### src/hw/rtl/lsdb_pkg.sv
// Shared types and constants for the link state database.
// No dependencies.
package lsdb_pkg;

    localparam int MAX_ROUTERS_DEF = 16;
    localparam int MAX_ADVS_DEF    = 8;

    localparam logic [15:0] LIFETIME_RESET = 16'd40;

    // input modes
    localparam logic [1:0] MODE_TICK   = 2'd0;
    localparam logic [1:0] MODE_HEADER = 2'd1;
    localparam logic [1:0] MODE_ADV    = 2'd2;
    localparam logic [1:0] MODE_NONE   = 2'd3;

    // result status codes
    localparam logic [1:0] ST_STALE    = 2'd0;
    localparam logic [1:0] ST_STORED   = 2'd1;
    localparam logic [1:0] ST_FULL     = 2'd2;
    localparam logic [1:0] ST_TOO_MANY = 2'd3;

    typedef struct packed {
        logic [1:0]  mode;
        logic [31:0] router_id;
        logic [15:0] sequence_req;
        logic [7:0]  adv_count;
        logic [31:0] adv_network;
        logic [31:0] adv_mask;
        logic [31:0] adv_neighbor;
    } in_word_t;

    typedef struct packed {
        logic       changed;
        logic [1:0] status;
    } out_word_t;

endpackage

### src/hw/rtl/link_state_database_core.sv
// Top level of the link state database: config register, front queue, back end.
// Depends on lsdb_pkg, lsdb_front, lsdb_back.
//
//  channel  | handshake             | payload
//  ---------+-----------------------+-----------------------
//  input    | start / busy          | in_word (in_word_t)
//  result   | result_valid strobe   | result (out_word_t)
//  config   | cfg_valid / cfg_ready | cfg_data (16 bits)
//
// A tick or header is handled in the back end by a table walk of one entry per
// cycle; an advertisement is written from the idle state without a walk.
// A two-word queue lets start be taken while the back end walks.
// Reset clears all valid bits and the fill-active flag; table data is not cleared.
// Results are strobed for one cycle; the receiver cannot stall them.
module link_state_database_core #(
    parameter int MAX_ROUTERS = lsdb_pkg::MAX_ROUTERS_DEF,
    parameter int MAX_ADVS    = lsdb_pkg::MAX_ADVS_DEF
)
(
    input  logic                clk,
    input  logic                rst_n,
    input  logic                start,
    output logic                busy,
    input  lsdb_pkg::in_word_t  in_word,
    output logic                result_valid,
    output lsdb_pkg::out_word_t result,
    input  logic                cfg_valid,
    output logic                cfg_ready,
    input  logic [15:0]         cfg_data
);

    logic [15:0] lifetime_reg;
    logic        q_valid, q_pop;
    lsdb_pkg::in_word_t q_word;

    assign cfg_ready = 1'b1;

    // lifetime register
    always_ff @(posedge clk or negedge rst_n)
    begin
        if (!rst_n)
            lifetime_reg <= lsdb_pkg::LIFETIME_RESET;
        else if (cfg_valid)
            lifetime_reg <= cfg_data;
    end

    lsdb_front u_front (
        .clk(clk), .rst_n(rst_n), .start(start), .in_word(in_word), .busy(busy),
        .q_valid(q_valid), .q_word(q_word), .q_pop(q_pop)
    );

    lsdb_back #(.MAX_ROUTERS(MAX_ROUTERS), .MAX_ADVS(MAX_ADVS)) u_back (
        .clk(clk), .rst_n(rst_n), .lifetime(lifetime_reg), .q_valid(q_valid),
        .q_word(q_word), .q_pop(q_pop), .result_valid(result_valid), .result(result)
    );

endmodule

### src/hw/rtl/lsdb_front.sv
// Front end: accepts words, drops unused modes, pushes into a two-entry queue.
// Depends on lsdb_pkg.
module lsdb_front
(
    input  logic              clk,
    input  logic              rst_n,
    input  logic              start,
    input  lsdb_pkg::in_word_t in_word,
    output logic              busy,
    output logic              q_valid,
    output lsdb_pkg::in_word_t q_word,
    input  logic              q_pop
);

    lsdb_pkg::in_word_t mem_reg [2];
    logic [1:0] wr_ptr_reg, wr_ptr_next;
    logic [1:0] rd_ptr_reg, rd_ptr_next;
    logic       push;
    logic       full;

    assign full    = (wr_ptr_reg[0] == rd_ptr_reg[0]) && (wr_ptr_reg[1] != rd_ptr_reg[1]);
    assign busy    = full;
    assign q_valid = (wr_ptr_reg != rd_ptr_reg);
    assign q_word  = mem_reg[rd_ptr_reg[0]];
    // unused mode is classified as nothing and never queued
    assign push    = start && !full && (in_word.mode != lsdb_pkg::MODE_NONE);

    assign wr_ptr_next = push ? wr_ptr_reg + 2'd1 : wr_ptr_reg;
    assign rd_ptr_next = (q_pop && q_valid) ? rd_ptr_reg + 2'd1 : rd_ptr_reg;

    always_ff @(posedge clk or negedge rst_n)
    begin
        if (!rst_n)
        begin
            wr_ptr_reg <= '0;
            rd_ptr_reg <= '0;
        end
        else
        begin
            wr_ptr_reg <= wr_ptr_next;
            rd_ptr_reg <= rd_ptr_next;
        end
    end

    always_ff @(posedge clk)
    begin
        if (push)
        begin
            mem_reg[wr_ptr_reg[0]] <= in_word;
        end
    end

endmodule

### src/hw/rtl/lsdb_back.sv
// Back end: sequential table walk for ticks and headers, advertisement writes.
// Depends on lsdb_pkg.
module lsdb_back #(
    parameter int MAX_ROUTERS = lsdb_pkg::MAX_ROUTERS_DEF,
    parameter int MAX_ADVS    = lsdb_pkg::MAX_ADVS_DEF
)
(
    input  logic               clk,
    input  logic               rst_n,
    input  logic [15:0]        lifetime,
    input  logic               q_valid,
    input  lsdb_pkg::in_word_t q_word,
    output logic               q_pop,
    output logic               result_valid,
    output lsdb_pkg::out_word_t result
);

    localparam int RW = (MAX_ROUTERS > 1) ? $clog2(MAX_ROUTERS) : 1;
    localparam int AW = (MAX_ADVS > 1) ? $clog2(MAX_ADVS) : 1;
    localparam int CW = RW + 1;
    localparam int FW = AW + 1;
    localparam int MW = (MAX_ROUTERS * MAX_ADVS > 1) ? $clog2(MAX_ROUTERS * MAX_ADVS) : 1;

    localparam logic [1:0] S_IDLE = 2'd0;
    localparam logic [1:0] S_TICK = 2'd1;
    localparam logic [1:0] S_LOOK = 2'd2;
    localparam logic [1:0] S_DONE = 2'd3;

    // entry table
    logic        valid_reg [MAX_ROUTERS];
    logic [31:0] router_mem [MAX_ROUTERS];
    logic [15:0] seq_mem    [MAX_ROUTERS];
    logic [15:0] life_mem   [MAX_ROUTERS];
    logic [95:0] adv_mem    [MAX_ROUTERS*MAX_ADVS];

    logic [1:0]  state_reg;
    logic [CW-1:0] idx_reg;
    logic [RW-1:0] idx;
    lsdb_pkg::in_word_t cur_reg;
    logic        found_reg, free_reg;
    logic [RW-1:0] found_slot_reg, free_slot_reg;
    logic        freed_reg;
    logic        fill_active_reg;
    logic [RW-1:0] fill_slot_reg;
    logic [FW-1:0] fill_index_reg;
    logic [7:0]  fill_rem_reg;
    logic        rv_reg;
    lsdb_pkg::out_word_t res_reg;

    assign idx          = idx_reg[RW-1:0];
    assign result_valid = rv_reg;
    assign result       = res_reg;
    assign q_pop        = (state_reg == S_IDLE) && q_valid;

    logic last;
    assign last = (idx_reg == CW'(MAX_ROUTERS - 1));

    // advertisement write into the current fill slot
    logic          adv_we;
    logic [MW-1:0] adv_addr;
    assign adv_we   = (state_reg == S_IDLE) && q_valid
                      && (q_word.mode == lsdb_pkg::MODE_ADV)
                      && fill_active_reg && (fill_index_reg < FW'(MAX_ADVS));
    assign adv_addr = MW'(fill_slot_reg) * MW'(MAX_ADVS) + MW'(fill_index_reg);

    always_ff @(posedge clk)
    begin
        if (adv_we)
        begin
            adv_mem[adv_addr] <= {q_word.adv_network, q_word.adv_mask,
                                  q_word.adv_neighbor};
        end
    end

    // header decision after the walk
    logic          stale, too_many, no_room, store;
    logic [RW-1:0] slot;
    assign stale    = found_reg && (cur_reg.sequence_req <= seq_mem[found_slot_reg]);
    assign too_many = cur_reg.adv_count > 8'(MAX_ADVS);
    assign no_room  = !found_reg && !free_reg;
    assign store    = !stale && !too_many && !no_room;
    assign slot     = found_reg ? found_slot_reg : free_slot_reg;

    always_ff @(posedge clk or negedge rst_n)
    begin
        if (!rst_n)
        begin
            state_reg       <= S_IDLE;
            rv_reg          <= 1'b0;
            fill_active_reg <= 1'b0;
            for (int i = 0; i < MAX_ROUTERS; i++)
            begin
                valid_reg[i] <= 1'b0;
            end
        end
        else
        begin
            rv_reg <= 1'b0;
            case (state_reg)
                S_IDLE:
                begin
                    if (q_valid)
                    begin
                        cur_reg   <= q_word;
                        idx_reg   <= '0;
                        found_reg <= 1'b0;
                        free_reg  <= 1'b0;
                        freed_reg <= 1'b0;
                        case (q_word.mode)
                            lsdb_pkg::MODE_TICK:   state_reg <= S_TICK;
                            lsdb_pkg::MODE_HEADER:
                            begin
                                state_reg       <= S_LOOK;
                                fill_active_reg <= 1'b0;
                            end
                            default:
                            begin
                                // advertisement: advance the fill
                                if (adv_we)
                                begin
                                    fill_index_reg <= fill_index_reg + FW'(1);
                                    fill_rem_reg   <= fill_rem_reg - 8'd1;
                                    if (fill_rem_reg <= 8'd1)
                                    begin
                                        fill_active_reg <= 1'b0;
                                    end
                                end
                                else
                                begin
                                    fill_active_reg <= 1'b0;
                                end
                            end
                        endcase
                    end
                end
                // one entry per cycle
                S_TICK:
                begin
                    if (valid_reg[idx])
                    begin
                        if (life_mem[idx] <= 16'd1)
                        begin
                            valid_reg[idx] <= 1'b0;
                            freed_reg      <= 1'b1;
                            if (fill_active_reg && fill_slot_reg == idx)
                            begin
                                fill_active_reg <= 1'b0;
                            end
                        end
                        else
                        begin
                            life_mem[idx] <= life_mem[idx] - 16'd1;
                        end
                    end
                    idx_reg <= idx_reg + CW'(1);
                    if (last)
                    begin
                        state_reg <= S_DONE;
                    end
                end
                S_LOOK:
                begin
                    if (valid_reg[idx] && router_mem[idx] == cur_reg.router_id
                        && !found_reg)
                    begin
                        found_reg      <= 1'b1;
                        found_slot_reg <= idx;
                    end
                    if (!valid_reg[idx] && !free_reg)
                    begin
                        free_reg      <= 1'b1;
                        free_slot_reg <= idx;
                    end
                    idx_reg <= idx_reg + CW'(1);
                    if (last)
                    begin
                        state_reg <= S_DONE;
                    end
                end
                default:
                begin
                    state_reg <= S_IDLE;
                    rv_reg    <= 1'b1;
                    if (cur_reg.mode == lsdb_pkg::MODE_TICK)
                    begin
                        res_reg.changed <= freed_reg;
                        res_reg.status  <= lsdb_pkg::ST_STALE;
                    end
                    else
                    begin
                        res_reg.changed <= store;
                        if (stale)
                            res_reg.status <= lsdb_pkg::ST_STALE;
                        else if (too_many)
                            res_reg.status <= lsdb_pkg::ST_TOO_MANY;
                        else if (no_room)
                            res_reg.status <= lsdb_pkg::ST_FULL;
                        else
                            res_reg.status <= lsdb_pkg::ST_STORED;
                        if (store)
                        begin
                            valid_reg[slot]  <= 1'b1;
                            router_mem[slot] <= cur_reg.router_id;
                            seq_mem[slot]    <= cur_reg.sequence_req;
                            life_mem[slot]   <= lifetime;
                            fill_slot_reg    <= slot;
                            fill_index_reg   <= '0;
                            fill_rem_reg     <= cur_reg.adv_count;
                            fill_active_reg  <= (cur_reg.adv_count != 8'd0);
                        end
                    end
                end
            endcase
        end
    end

endmodule
### config.mk
export PLATFORM = sky130hd
export DESIGN_NAME = link_state_database_core
export DESIGN_NICKNAME = d
export VERILOG_FILES = /design/src/hw/rtl/lsdb_pkg.sv /design/src/hw/rtl/link_state_database_core.sv /design/src/hw/rtl/lsdb_front.sv /design/src/hw/rtl/lsdb_back.sv
export SDC_FILE = /design/constraint.sdc
export NUM_CORES = 1
export LEC_CHECK = 0
export ABC_AREA = 0
export BUFFER_PORTS_ARGS = -buffer_cell sky130_fd_sc_hd__buf_2
export CORE_MARGIN = 2
export CORE_UTILIZATION = 59
export CTS_CLUSTER_SIZE = 28
export DETAILED_ROUTE_END_ITERATION = 7
export MAX_ROUTING_LAYER = met4
export PLACE_DENSITY = 0.76
export SYNTH_ARGS = -nofsm -noshare
export SYNTH_HDL_FRONTEND = slang
export SYNTH_HIERARCHICAL = 1
export SYNTH_SLANG_ARGS = --single-unit
### constraint.sdc
create_clock -name clk -period 17.9 [get_ports clk]
set_clock_uncertainty 0.2 [all_clocks]
set_input_delay 2.685 -clock clk [delete_from_list [all_inputs] [get_ports clk]]
set_output_delay 2.685 -clock clk [all_outputs]
set_load 0.01 [all_outputs]
-- After elaboration in Yosys (flattened, before gate mapping)
Memories as Yosys holds them, arrays and structs flattened. A register that Yosys moved wholly into a read port is not among the register bits.
Cells that the tools add are included.
W data, S select, Z words.
- bits in read-only memories: 0
- latch bits: 0
- output and inout port bits: 6
- word-level logic and storage cells: 165
- input port bits: 174
- register bits: 116
- memory bits (writable): 1332
- memories: 4
- div/mod/pow operators: 0
- bitwise gates (word level): 7
- order comparisons: 7
- multiply operators: 0
- shift-type cells: 0
- equality and inequality tests: 17
- multiplexer cells: 48
- reduce and logical (&&, ||, !) cells: 45
- add/subtract/negate cells: 4
- memory list (name ; depth ; bits a word ; read ports ; clocked after Yosys merged registers in ; write ports ; line ; RTL):
    u_back.router_mem ; 16 ; 32 ; 1 ; 1 ; 1 ; lsdb_back.sv:31 ; logic [31:0] router_mem [MAX_ROUTERS];
    u_front.mem_reg ; 2 ; 154 ; 1 ; 0 ; 1 ; lsdb_front.sv:15 ; lsdb_pkg::in_word_t mem_reg [2];
    u_back.life_mem ; 16 ; 16 ; 1 ; 1 ; 1 ; lsdb_back.sv:33 ; logic [15:0] life_mem [MAX_ROUTERS];
    u_back.seq_mem ; 16 ; 16 ; 1 ; 1 ; 1 ; lsdb_back.sv:32 ; logic [15:0] seq_mem [MAX_ROUTERS];
- operators by type and width (operator ; number):
    $mux W16 ; 5
    $eq A32 B32 Y1 ; 1
    $pmux W16 S2 ; 1
    $mux W1 ; 21
    $mux W4 ; 5
    $and A16 B16 Y16 ; 1
    $le A16 B1 Y1 const B ; 1
    $le A16 B16 Y1 ; 1
    $logic_and A1 B1 Y1 ; 16
    $not A16 Y16 ; 1
    $or A16 B16 Y16 ; 1
    $reduce_or A16 Y1 ; 1
    $sub A16 B1 Y16 const B ; 1
    $reduce_and A3 Y1 ; 5
    $ne A2 B1 Y1 const B ; 6
    $ge A5 B5 Y1 const B ; 2
    $lt A5 B1 Y1 const B ; 2
    $mux W2 ; 5
    $not A4 Y5 ; 2
    $pmux W5 S2 ; 1
    $reduce_and A5 Y1 ; 2
    $demux W1 S4 ; 2
    $gt A8 B4 Y1 const B ; 1
    $pmux W2 S2 ; 2
    other kinds (22) ; 42

-- Depth between registers and ports, before layout
- depth after elaboration: 12
- gate-level depth with buffers: 15
- depth with buffers taken out: 12

-- Modules after synthesis
The synthesis kept the hierarchy.
- by module, submodules not included (module ; cells each ; seq. area each (um^2) ; times used ; area an instance (um^2)):
    lsdb_back ; 2170 ; 33697.3 ; 1 ; 45135.8
    lsdb_front ; 500 ; 9349.0 ; 1 ; 11325.9
    link_state_database_core ; 36 ; 402.9 ; 1 ; 663.1

-- Worst setup path before layout
Ideal clock, no wire load.
- path kind: input port to flip-flop
- from: in start
- to: mem u_front/mem_reg[0][0] (netlist name), enable pin
- data required time: 17.030 ns
- path buffers: 0
- data arrival time: 9.418 ns
- stages: 3
- slack: 7.612 ns
- setup time: 0.670 ns
- path through: a21boi_0 o21ai_1 nor2_1
- cells in the longest elaborated chain, start to end: 4
- ends and longest elaborated chain (element ; line ; RTL):
    start, declared ; link_state_database_core.sv:22 ; input logic start,
    $logic_and A1 B1 Y1 (2 in series) ; lsdb_front.sv:26 ; assign push = start && !full && (in_word.mode != lsdb_pkg::MODE_NONE);
    $mux W1 ; lsdb_front.sv:47 ; if (push)
    $mux W1 (not written as such) ; lsdb_front.sv:49 ; mem_reg[wr_ptr_reg[0]] <= in_word;
    end, declared ; lsdb_front.sv:15 ;
No other way between the ends.

==> impl_metrics.prom <==
# TYPE chip_impl_metric gauge
chip_impl_metric{name="grt_pass1_vias",unit=""} 25466
chip_impl_metric{name="nFillCells",unit=""} 5143
chip_impl_metric{name="gp_routability_congestion",unit=""} 0.8651
chip_impl_metric{name="dp_cells",unit=""} 3578
chip_impl_info{name="worstSetupStartpointType",value="flop"} 1
chip_impl_metric{name="clock_sink_count",unit=""} 1264
chip_impl_metric{name="synthToLayoutAreaGrowth",unit="%"} 11.21
chip_impl_metric{name="die_w",unit="um"} 295.7
chip_impl_info{name="hp-start",value="u_back/valid_reg[12]$_DFFE_PN0P_"} 1
chip_impl_metric{name="power.share.clock",unit="%"} 29.6
chip_impl_info{name="rsz0062_at_grt",value="false"} 1
chip_impl_metric{name="floorplan.rows",unit=""} 106
chip_impl_metric{name="holdBufCountCts",unit=""} 0
chip_impl_metric{name="ir_drop",unit="uV"} 121.8
chip_impl_metric{name="worst_ep_arrival_time",unit="ns"} 7.17
chip_impl_metric{name="area.sequential",unit="sq um"} 37710
chip_impl_metric{name="internal_power",unit="mW"} 6.015
chip_impl_metric{name="largest_reg_flops",unit=""} 512
chip_impl_metric{name="track_usage",unit="%"} 25.93
chip_impl_metric{name="grt_first_pass_wirelength",unit="um"} 160100
chip_impl_metric{name="max_cap_viol_count",unit=""} 0
chip_impl_metric{name="cts.htree.levels",unit=""} 3
chip_impl_metric{name="drt_first_iter_violations",unit=""} 3016
chip_impl_metric{name="utilization",unit="%"} 66.51
chip_impl_metric{name="numCtsBuffers",unit=""} 117
chip_impl_metric{name="power.sequential.fraction",unit="%"} 47.7
chip_impl_metric{name="standby_leakage_power",unit="nW"} 18.02
chip_impl_metric{name="critical_path.max_fanout",unit=""} 37
chip_impl_metric{name="drt-vias-per-instance",unit=""} 6.475
chip_impl_metric{name="tightestPinTransition",unit="ns"} 1.130
chip_impl_metric{name="post_cts_resize_count",unit=""} 0
chip_impl_info{name="clock-root-buffer",value="sky130_fd_sc_hd__clkbuf_16"} 1
chip_impl_metric{name="synth.cell_area",unit="sq um"} 50210
chip_impl_metric{name="pwr-share-comb",unit="%"} 22.6
chip_impl_metric{name="worstSkewPairLatency",unit="ns"} 0.69
chip_impl_metric{name="synth.avg_cell_area",unit="sq um"} 20.84
chip_impl_metric{name="setup_violations",unit=""} 0
chip_impl_metric{name="fin_setup_tns",unit="ns"} 0
chip_impl_info{name="crit_slowest_cell",value="sky130_fd_sc_hd__nor2_4"} 1
chip_impl_metric{name="cts.path.max_buffers",unit=""} 3
chip_impl_info{name="holdCritPathClass",value="reg -> reg"} 1
chip_impl_metric{name="timing.critical_path.required",unit="ns"} 18.02
chip_impl_info{name="critical_path_class",value="reg -> reg"} 1
chip_impl_metric{name="power_density",unit="nW/um^2"} 150.6
chip_impl_metric{name="design.die.area",unit="sq um"} 87450
chip_impl_metric{name="initial_utilization",unit="%"} 59.81
chip_impl_metric{name="placement.setup.worst_slack",unit="ns"} 10.77
chip_impl_metric{name="layout.nets",unit=""} 2764
chip_impl_metric{name="routed_wirelength",unit="um"} 107400
chip_impl_metric{name="multi_input_comb_area",unit="sq um"} 11830
chip_impl_metric{name="final_critical_delay_including_setup_and_external_delays",unit="ns"} 7.044
chip_impl_metric{name="yosysWarningCount",unit=""} 6
chip_impl_metric{name="floorplan.core_area",unit="sq um"} 83950
chip_impl_metric{name="diodes",unit=""} 0
chip_impl_metric{name="fin_crit_sh",unit="%"} 39.35
chip_impl_metric{name="postRouteAntennaNets",unit=""} 0
chip_impl_metric{name="worst-r2r-setup-slack",unit="ns"} 10.86
chip_impl_metric{name="slew-limit-headroom",unit="%"} 24.17
chip_impl_info{name="crit_end",value="u_back/seq_mem[2][5]$_DFFE_PP_"} 1
chip_impl_metric{name="drtPass1Iterations",unit=""} 6
chip_impl_metric{name="final_layout_size_suffix_gt1_share",unit="%"} 27.89
chip_impl_metric{name="cts_setup_buffers",unit=""} 0
chip_impl_metric{name="final_cells",unit=""} 3791
chip_impl_metric{name="hold_path_depth",unit=""} 2
chip_impl_info{name="clock_tree_from_tritoncts",value="built"} 1
chip_impl_info{name="cp-end-kind",value="flop"} 1
chip_impl_info{name="top_register",value="u_back/router_mem"} 1
chip_impl_metric{name="ioPinCount",unit=""} 180
chip_impl_metric{name="power.share.switching",unit="%"} 28.48
chip_impl_metric{name="timing_max_transition_violations_final",unit=""} 0
chip_impl_metric{name="cpPeakStageDelay",unit="ns"} 1.01
chip_impl_metric{name="reg2reg_depth",unit=""} 14
chip_impl_metric{name="total_switching_power",unit="mW"} 2.395
chip_impl_metric{name="drc_errors",unit=""} 0
chip_impl_metric{name="largest_net_degree_at_the_start_of_global_routing",unit=""} 122
chip_impl_metric{name="finalHoldWorstSlack",unit="ns"} 0.3091
chip_impl_info{name="worst_path_most_repeated_cell",value="sky130_fd_sc_hd__buf_4"} 1
chip_impl_metric{name="portBuffers",unit=""} 82
chip_impl_metric{name="setup_slack",unit="ns"} 10.86
chip_impl_metric{name="grt_antenna_before_repair",unit=""} 1
chip_impl_metric{name="post_dr_wirelength_cell",unit="um"} 28.34
chip_impl_metric{name="dp_hpwl",unit="um"} 57070
chip_impl_info{name="outcome",value="finished clean"} 1
chip_impl_info{name="top_regs",value="u_back/router_mem: 512 flops, u_back/life_mem: 256 flops, u_back/seq_mem: 256 flops"} 1
chip_impl_info{name="rr_endpoint",value="u_back/seq_mem[2][5]$_DFFE_PP_"} 1
chip_impl_info{name="cells_traversed_along_the_worst_timing_path",value="buf_4 -> mux4_2 -> mux4_2 -> inv_1 -> ha_1 -> and4_1 -> nand3_1 -> o21ai_0 -> o21ai_1 -> nand2_1 -> buf_4 -> nand2_1 -> nor2_4 -> buf_4"} 1
chip_impl_metric{name="die_height",unit="um"} 295.7
chip_impl_metric{name="clkSlewWorstSetupHoldPaths",unit="ns"} 0.06
chip_impl_metric{name="synth.net_count",unit=""} 2610
chip_impl_metric{name="grt_overflow",unit=""} 0
chip_impl_metric{name="max_freq",unit="MHz"} 142.0
chip_impl_metric{name="via_count",unit=""} 24545
chip_impl_metric{name="syn-instance-count",unit=""} 2409
chip_impl_metric{name="final_hold_viol_count",unit=""} 0
## worst min-delay path by stage
stage                                             endpoint  slack (ns)
after floorplan           u_back/valid_reg[14]$_DFFE_PN0P_        0.25
after global placement    u_back/valid_reg[12]$_DFFE_PN0P_        0.27
after detailed placement   u_back/valid_reg[3]$_DFFE_PN0P_        0.29
after CTS                 u_back/valid_reg[12]$_DFFE_PN0P_        0.31
after global routing      u_back/valid_reg[10]$_DFFE_PN0P_        0.33
final                     u_back/valid_reg[12]$_DFFE_PN0P_        0.31
## cell usage in the layout (no fill, tap or decap), types with 14 or more instances in the layout
cell type	count
sky130_fd_sc_hd__edfxtp_1	1217
sky130_fd_sc_hd__mux4_2	280
sky130_fd_sc_hd__clkbuf_16	119
sky130_fd_sc_hd__mux2_2	83
sky130_fd_sc_hd__buf_2	82
sky130_fd_sc_hd__nand2_1	70
sky130_fd_sc_hd__mux2i_1	66
sky130_fd_sc_hd__buf_4	58
sky130_fd_sc_hd__nor2_1	56
sky130_fd_sc_hd__inv_1	42
sky130_fd_sc_hd__dfrtp_1	36
sky130_fd_sc_hd__o21ai_1	36
sky130_fd_sc_hd__xnor2_1	35
sky130_fd_sc_hd__clkbuf_1	33
sky130_fd_sc_hd__o21ai_0	30
sky130_fd_sc_hd__ha_1	27
sky130_fd_sc_hd__nand3_1	21
sky130_fd_sc_hd__a21oi_1	20
sky130_fd_sc_hd__nor3_1	19
sky130_fd_sc_hd__clkinv_1	18
sky130_fd_sc_hd__nand2b_1	18
sky130_fd_sc_hd__nor2_4	17
sky130_fd_sc_hd__bufinv_16	16
sky130_fd_sc_hd__clkinv_2	16
sky130_fd_sc_hd__and2_1	14
## per-stage QoR
stage               total power [mW]  area, sq um
global route                   8.733        55840
detailed placement             5.970        52000
CTS                            8.447        55840
finish                         8.411        55840
global placement               5.878        52000
floorplan                      5.427        50210
## worst max-delay path, delay by kind of cell, from the launching register on
kind	cells	cell delay, ns
and+or+nand+nor	5	1.95
buffers and inverters	4	1.76
DFF	1	0.71
adders and majority gates	1	0.13
AOI/OAI and AO/OA	2	0.73
muxes	2	1.08
## power groups by stage
stage	sequential [mW]	combinational, mW	clock [mW]
CTS	4.02	1.90	2.53
detailed placement	4.08	1.89	0
finish	4.02	1.90	2.49
floorplan	3.94	1.49	0
global placement	4.05	1.83	0
global route	4.05	2.04	2.64
## final cells by class
class	count	share of cell area, %
clock inverters	61	1.329
repair buffers	141	1.551
well taps	1134	2.541
clock buffers	152	5.555
inverters	46	0.3137
multi-input cells	993	21.19
flip-flops and latches	1264	67.53
## layer usage
layer | part of all wire [%] | wire (um) | GRT usage, %
met5 | 0 | 0 | -
met4 | 2.1 | 2272 | 6.748
met3 | 8.8 | 9410 | 4.279
met2 | 50 | 54000 | 41.61
met1 | 39 | 41730 | 35.23
No activity file was read; power rests on OpenSTA's default activity.
